<file path="config.mk">
export PLATFORM = sky130hd
export DESIGN_NAME = two_button_relay_menu_fsm_top
export DESIGN_NICKNAME = d
export VERILOG_FILES = /design/src/hdl/trbm_pkg.sv /design/src/hdl/trbm_button.sv /design/src/hdl/two_button_relay_menu_fsm_top.sv
export SDC_FILE = /design/constraint.sdc
export NUM_CORES = 1
export LEC_CHECK = 0
export BUFFER_PORTS_ARGS = -buffer_cell sky130_fd_sc_hd__buf_2
export CAP_MARGIN = 20
export CORE_ASPECT_RATIO = 0.5
export CORE_UTILIZATION = 45
export CTS_CLUSTER_DIAMETER = 30
export DETAILED_ROUTE_END_ITERATION = 10
export PLACE_DENSITY = 0.7
export SETUP_SLACK_MARGIN = 0.5
export SYNTH_ARGS = -nofsm -noshare
export SYNTH_HDL_FRONTEND = slang
export SYNTH_SLANG_ARGS = --single-unit
</file>
<file path="constraint.sdc">
create_clock -name clk_i -period 8.8 [get_ports clk_i]
set_input_delay 0.44 -clock clk_i [delete_from_list [all_inputs] [get_ports clk_i]]
set_output_delay 0.44 -clock clk_i [all_outputs]
set_load 0.05 [all_outputs]
</file>
<file path="src/hdl/trbm_pkg.sv">
// Package for the two-button relay menu controller.
// Holds the timer width, the mode type, the shared control struct and the
// seven-segment table. It depends on nothing else.
`timescale 1ns / 1ps

package trbm_pkg;

  // Width of each hold timer; the timers saturate at 2^TIMER_BITS - 1.
  localparam int TIMER_BITS = 16;
  // Width of the release wait register.
  localparam int WAIT_BITS = 16;
  // Compare width that holds both a timer and the release wait.
  localparam int CMP_BITS = (TIMER_BITS > WAIT_BITS) ? TIMER_BITS : WAIT_BITS;
  // Release wait after reset.
  localparam logic [WAIT_BITS-1:0] RELEASE_WAIT_RESET = WAIT_BITS'(29);

  // Operating modes: bit 2 set means a relay is on, bits 1:0 pick the relay.
  typedef enum logic [2:0] {
    MODE_MENU1  = 3'd0,
    MODE_MENU2  = 3'd1,
    MODE_MENU3  = 3'd2,
    MODE_MENU4  = 3'd3,
    MODE_RELAY1 = 3'd4,
    MODE_RELAY2 = 3'd5,
    MODE_RELAY3 = 3'd6,
    MODE_RELAY4 = 3'd7
  } mode_e;

  // Control for one button debouncer.
  typedef struct packed {
    logic step;     // an item is accepted this cycle
    logic enable;   // the button is evaluated in the current mode
    logic pressed;  // button level carried by the item
  } btn_ctrl_t;

  // Segment code for the menu display.
  localparam logic [6:0] SEG_MENU = 7'h40;

  // Seven-segment codes: menu dash, then digits 1 to 4.
  function automatic logic [6:0] seg_code(input logic [2:0] idx);
    logic [6:0] code;
    case (idx)
      3'd0:    code = 7'h40;
      3'd1:    code = 7'h06;
      3'd2:    code = 7'h5b;
      3'd3:    code = 7'h4f;
      3'd4:    code = 7'h66;
      default: code = 7'h00;
    endcase
    return code;
  endfunction

endpackage

</file>
<file path="src/hdl/trbm_button.sv">
// Debouncer for one button: armed flag and saturating hold timer.
// Uses trbm_pkg for the timer width and the control struct.
`timescale 1ns / 1ps

module trbm_button (
  input  logic                           clk_i,
  input  logic                           rst_ni,
  input  trbm_pkg::btn_ctrl_t            ctrl_i,
  input  logic [trbm_pkg::WAIT_BITS-1:0] release_wait_i,
  output logic                           fire_o
);

  localparam logic [trbm_pkg::TIMER_BITS-1:0] TimerMax = '1;

  logic                            armed_q, armed_d;
  logic [trbm_pkg::TIMER_BITS-1:0] timer_q, timer_d;
  logic [trbm_pkg::TIMER_BITS-1:0] timer_inc;
  logic                            wait_over;

  // Saturating increment and the release window check.
  assign timer_inc = (timer_q == TimerMax) ? timer_q
                                           : timer_q + trbm_pkg::TIMER_BITS'(1);
  assign wait_over = trbm_pkg::CMP_BITS'(timer_inc) >
                     trbm_pkg::CMP_BITS'(release_wait_i);

  // Press arms and clears the timer; a release after the wait fires.
  always_comb begin
    armed_d = armed_q;
    timer_d = timer_q;
    fire_o  = 1'b0;
    if (ctrl_i.step) begin
      timer_d = timer_inc;
      if (ctrl_i.enable) begin
        if (!armed_q) begin
          if (ctrl_i.pressed) begin
            armed_d = 1'b1;
            timer_d = '0;
          end
        end else if (wait_over) begin
          if (ctrl_i.pressed) begin
            timer_d = '0;
          end else begin
            armed_d = 1'b0;
            fire_o  = 1'b1;
          end
        end
      end
    end
  end

  always_ff @(posedge clk_i or negedge rst_ni) begin
    if (!rst_ni) begin
      armed_q <= 1'b0;
      timer_q <= '0;
    end else begin
      armed_q <= armed_d;
      timer_q <= timer_d;
    end
  end

endmodule

</file>
<file path="src/hdl/two_button_relay_menu_fsm_top.sv">
// Top level of the two-button relay menu controller: mode machine, display
// register, output register and configuration. Instantiates trbm_button twice
// and uses trbm_pkg.
//
//  Channel  | Direction | Handshake                     | Payload
//  s_axis   | in        | s_axis_tvalid / s_axis_tready | menu and select levels
//  m_axis   | out       | m_axis_tvalid / m_axis_tready | relay, segments, mode
//  cfg      | in        | cfg_valid_i / cfg_ready_o     | release wait, 16 bits
//
// The button and mode update settle between the state registers and the output
// register, so one item enters per clock while the input side is not stalled.
// The input side stalls only while a result is held and m_axis_tready is low.
// Reset clears the mode, both debouncers, the display and the output valid,
// and loads the release wait with 29. Configuration is always ready.
`timescale 1ns / 1ps

module two_button_relay_menu_fsm_top (
  input  logic        clk_i,
  input  logic        rst_ni,
  input  logic        s_axis_tvalid,
  output logic        s_axis_tready,
  input  logic [7:0]  s_axis_tdata,   // [0] menu_pressed, [1] select_pressed
  output logic        m_axis_tvalid,
  input  logic        m_axis_tready,
  output logic [15:0] m_axis_tdata,   // [3:0] relay_drive, [10:4] segment_pattern,
                                      // [13:11] mode_now
  input  logic        cfg_valid_i,
  output logic        cfg_ready_o,
  input  logic [15:0] cfg_data_i
);

  trbm_pkg::mode_e                mode_q, mode_d;
  logic [6:0]                     seg_q, seg_d;
  logic [trbm_pkg::WAIT_BITS-1:0] wait_q;
  logic                           out_valid_q;
  logic [3:0]                     relay_q, relay_d;
  logic [6:0]                     out_seg_q;
  logic [2:0]                     out_mode_q;

  logic                step;
  logic [1:0]          k;
  logic                relay_on;
  logic                menu_fire, sel_fire;
  trbm_pkg::btn_ctrl_t menu_ctrl, sel_ctrl;

  // Handshakes: a new item is taken whenever the output register can move.
  assign s_axis_tready = !out_valid_q || m_axis_tready;
  assign step          = s_axis_tvalid && s_axis_tready;
  assign cfg_ready_o   = 1'b1;

  assign k        = mode_q[1:0];
  assign relay_on = mode_q[2];

  // The menu button only counts in menu modes; select counts in every mode.
  assign menu_ctrl = '{step: step, enable: !relay_on, pressed: s_axis_tdata[0]};
  assign sel_ctrl  = '{step: step, enable: 1'b1,      pressed: s_axis_tdata[1]};

  trbm_button u_menu_btn (
    .clk_i          (clk_i),
    .rst_ni         (rst_ni),
    .ctrl_i         (menu_ctrl),
    .release_wait_i (wait_q),
    .fire_o         (menu_fire)
  );

  trbm_button u_sel_btn (
    .clk_i          (clk_i),
    .rst_ni         (rst_ni),
    .ctrl_i         (sel_ctrl),
    .release_wait_i (wait_q),
    .fire_o         (sel_fire)
  );

  // Next mode. Select is taken after menu, so it wins when both fire.
  always_comb begin
    mode_d = mode_q;
    if (!relay_on) begin
      if (menu_fire) mode_d = trbm_pkg::mode_e'({1'b0, k + 2'd1});
      if (sel_fire)  mode_d = trbm_pkg::mode_e'({1'b1, k});
    end else if (sel_fire) begin
      mode_d = trbm_pkg::mode_e'({1'b0, k});
    end
  end

  // Relay drive and display pattern for the current mode.
  always_comb begin
    relay_d = 4'd0;
    seg_d   = seg_q;
    if (!relay_on) begin
      if (k == 2'd0) seg_d = trbm_pkg::SEG_MENU;
    end else if (sel_fire) begin
      seg_d = trbm_pkg::SEG_MENU;
    end else begin
      relay_d = 4'd1 << k;
      seg_d   = trbm_pkg::seg_code({1'b0, k} + 3'd1);
    end
  end

  // Control state, output valid flag and configuration.
  always_ff @(posedge clk_i or negedge rst_ni) begin
    if (!rst_ni) begin
      mode_q      <= trbm_pkg::MODE_MENU1;
      seg_q       <= 7'h00;
      wait_q      <= trbm_pkg::RELEASE_WAIT_RESET;
      out_valid_q <= 1'b0;
    end else begin
      if (step) begin
        mode_q <= mode_d;
        seg_q  <= seg_d;
      end
      if (cfg_valid_i) wait_q <= cfg_data_i;
      if (step)               out_valid_q <= 1'b1;
      else if (m_axis_tready) out_valid_q <= 1'b0;
    end
  end

  // Result register.
  always_ff @(posedge clk_i) begin
    if (step) begin
      relay_q    <= relay_d;
      out_seg_q  <= seg_d;
      out_mode_q <= mode_d;
    end
  end

  assign m_axis_tvalid = out_valid_q;
  assign m_axis_tdata  = {2'b00, out_mode_q, out_seg_q, relay_q};

endmodule
</file>
==> flow_metrics.tcl <==
set metrics [dict create \
    grt_remaining_overflow 0 \
    drt-pass1-iter-count 5 \
    cap_viol_max_count 0 \
    die_w_um 148.1 \
    remaining_drc_errors 0 \
    synth-compound-area-share_pct 18.74 \
    vias 3908 \
    synthAdderAreaFrac_pct 10.95 \
    grt_max_degree 62 \
    fmax_mhz 223.0 \
    fin_nets 618 \
    routedWlPerCell_um 15.81 \
    cts_sinks 75 \
    yosysSeqAreaShare_pct 40.66 \
    r2r_slack_ns 4.31 \
    power_density_nw_per_um2 245.7 \
    area_delta_synth_final_pct 12.61 \
    core.rowCount 26 \
    fin_crit_ns 4.485 \
    yosysTopAreaCell "dfrtp_1" \
    antenna_found_initial 0 \
    critPathSlowestCell "dfrtp_1" \
    drv_slew 0 \
    final_common_cell "nand2_1" \
    cp-start-kind "flop" \
    holdCritPathClass "in -> async" \
    synthXorXnorAreaFrac_pct 3.466 \
    yosys.cell_types.count 63 \
    regToRegStartpoint "u_sel_btn.timer_q[0]" \
    syn_inst 518 \
    cts_setup_buffers 0 \
    antenna_left 0 \
    slowest_delay_ns 0.44 \
    crit_arrival_ns 4.58 \
    die_h_um 75.04 \
    path_clk_slew_ns 0.06 \
    synth.area.top_cells "dfrtp_1 30%, ha_1 11%, edfxtp_1 8.8%, nand2_1 5.7%, a21oi_1 3.0%" \
    clockBufferDepth 2 \
    finClkSkew_ns 0.005880 \
    tns_ns 0 \
    dp_hpwl_um 7625 \
    cts.repair.resized 0 \
    reg2reg_depth 13 \
    path_class "reg -> reg" \
    drive_gt1_share_pct 14.49 \
    cts_tree "built" \
    vias_per_cell 5.647 \
    cpMostUsedCell "ha_1" \
    finalSetupViolations 0 \
    final_util_pct 52.59 \
    ioPinCount 48 \
    initial_core_util_pct 46.70 \
    cp_num_buf_inv 0 \
    cp_top_family "simple AND/OR/NAND/NOR gates" \
    n_antenna_cell 0 \
    grt_pass1_vias 3577 \
    clk_latency_ns 0.34 \
    core_um2 10280 \
    gp_congestion 0.8362 \
    end_kind "flop" \
    critPathMaxFanout 15 \
    max_slew_margin_pct 38.87 \
    cts_root_buffer "clkbuf_16" \
    finalCritPeriodShare_pct 50.97 \
    rr_endpoint "relay_q[2]" \
    io_buffers 38 \
    hold_violations 0 \
    wl_um 10940 \
    status "completed" \
    synth_area_um2 4801 \
    grt_pass1_wl_um 17820 \
    synth-edff-count 14 \
    rsz0062_at_grt "no" \
    synth_top_family_by_area "simple AND/OR/NAND/NOR gates" \
    yosysTopAreaCellShare_pct 29.71 \
    async_reset_ff_share_pct 81.33 \
    critPathRequiredTime_ns 8.90 \
    cts_buffers 9 \
    final_cell_mix "73 x nand2_1, 57 x dfrtp_1, 42 x ha_1" \
    yosys_warnings 0 \
    drt_iter0_drc 380 \
    synth_ff_type "dfrtp_1" \
    ir_drop_v 0.00008367 \
    muxShareOfSynthArea_pct 2.293 \
    cp_cell_sequence "ha_1 > nand3_1 > nor4_2 > nand2_1 > mux2_2 > ha_1 > nor2b_1 > o211ai_1 > a2111o_1 > a31oi_2 > nand2_1 > ha_1 > and3_1" \
    synth-seq-cells 75 \
    leakagePower_nw 2.347 \
    yosys.area_share.simple_pct 19.08 \
    postSynthAreaPerCell_um2 9.268 \
    grt_usage_pct 21.05 \
    worst_slew_pin_slew_ns 0.9071 \
    htree_levels 3 \
    cts_hold_buf 0 \
    die_area_um2 11110 \
]
through the flow:
| stage | std cells | worst slack [ns] | total power [mW] | hold WS, ns | cell area (um^2) |
|---|---|---|---|---|---|
| after detailed placement | 676 | 4.392 | 0.9286 | 0.4783 | 5089 |
| after global placement | 676 | 4.464 | 0.9138 | 0.4673 | 5089 |
| after CTS | 692 | 4.390 | 1.333 | 0.3004 | 5406 |
| after floorplan | 519 | 5.037 | 0.8203 | 0.1444 | 4805 |
| after global routing | 692 | 3.965 | 1.411 | 0.3225 | 5406 |
| final | 692 | 4.315 | 1.328 | 0.2507 | 5406 |
cells by family (layout without fill, tap and decap cells):
| kind of cell | after synthesis | in the layout |
|---|---|---|
| AO/OA/AOI/OAI | 130 | 130 |
| other | 2 | 3 |
| buffers and inverters | 56 | 89 |
| XOR/XNOR | 19 | 19 |
| flip-flops | 75 | 75 |
| AND/OR/NAND/NOR | 184 | 184 |
| adder cells (fa/ha/maj) | 42 | 42 |
| multiplexers | 10 | 10 |
synthesized netlist by cell type, types with 7 or more instances:
cell / instances
ha_1: 42
nand3_1: 18
nand4_1: 18
dfrtp_1: 57
a32o_1: 11
inv_1: 32
clkbuf_1: 19
edfxtp_1: 14
nand2_1: 73
xnor2_1: 13
nor2_1: 20
and3_1: 9
o21ai_0: 25
a21oi_1: 29
o211ai_1: 7
nand2b_1: 7
o21ai_1: 17
nor3_1: 9
registers in the layout (all words and copies together), names as in the netlist:
signal and cells:
u_menu_btn.timer_q 16, seg_q 7, mode_q 3, wait_q 16, u_menu_btn.armed_q 1, out_mode_q 3, relay_q 4, out_seg_q 7
u_sel_btn.timer_q 16, m_axis_tvalid 1, u_sel_btn.armed_q 1
area by class of cell:
cell class / count / area, um^2
inverter: 32 / 120.1
sequential: 75 / 1952
clock buffer: 10 / 229.0
multi-input combinational: 388 / 2629
fill: 945 / 4873
timing repair buffer: 41 / 212.7
clock inverter: 6 / 88.84
tap: 140 / 175.2
worst max path at each step:
| stage | from | slack (ns) | cells after the start | end |
|---|---|---|---|---|
| finish | u_sel_btn.timer_q[0] | 4.31 | 13 | relay_q[2] |
| floorplan | u_sel_btn.timer_q[0] | 5.04 | 14 | relay_q[1] |
| global placement | u_sel_btn.timer_q[0] | 4.46 | 13 | relay_q[2] |
| global route | u_sel_btn.timer_q[0] | 3.96 | 13 | relay_q[2] |
| CTS | u_sel_btn.timer_q[0] | 4.39 | 13 | relay_q[0] |
| detailed placement | u_sel_btn.timer_q[0] | 4.39 | 13 | relay_q[0] |
worst reg2reg max path: stages, from the launching register on:
cell	delay (ns)
dfrtp_1	0.44
ha_1	0.30
nand3_1	0.19
nor4_2	0.39
nand2_1	0.36
mux2_2	0.37
ha_1	0.29
nor2b_1	0.13
o211ai_1	0.08
a2111o_1	0.42
a31oi_2	0.34
nand2_1	0.39
ha_1	0.37
and3_1	0.17
per-layer routing:
layer	share of wire (%)	track usage (%)	vias up
met5	0	0	-
met3	3.3	4.788	9
met4	0.99	5.727	0
li1	-	-	1937
met1	50	28.57	1888
met2	46	34.38	74
power breakdown:
part | internal [mW] | switching, mW | total, mW
sequential | 0.431 | 0.0764 | 0.507
combinational | 0.164 | 0.260 | 0.424
clock | 0.249 | 0.148 | 0.397
Note: power is estimated with default switching activity, not from simulation.
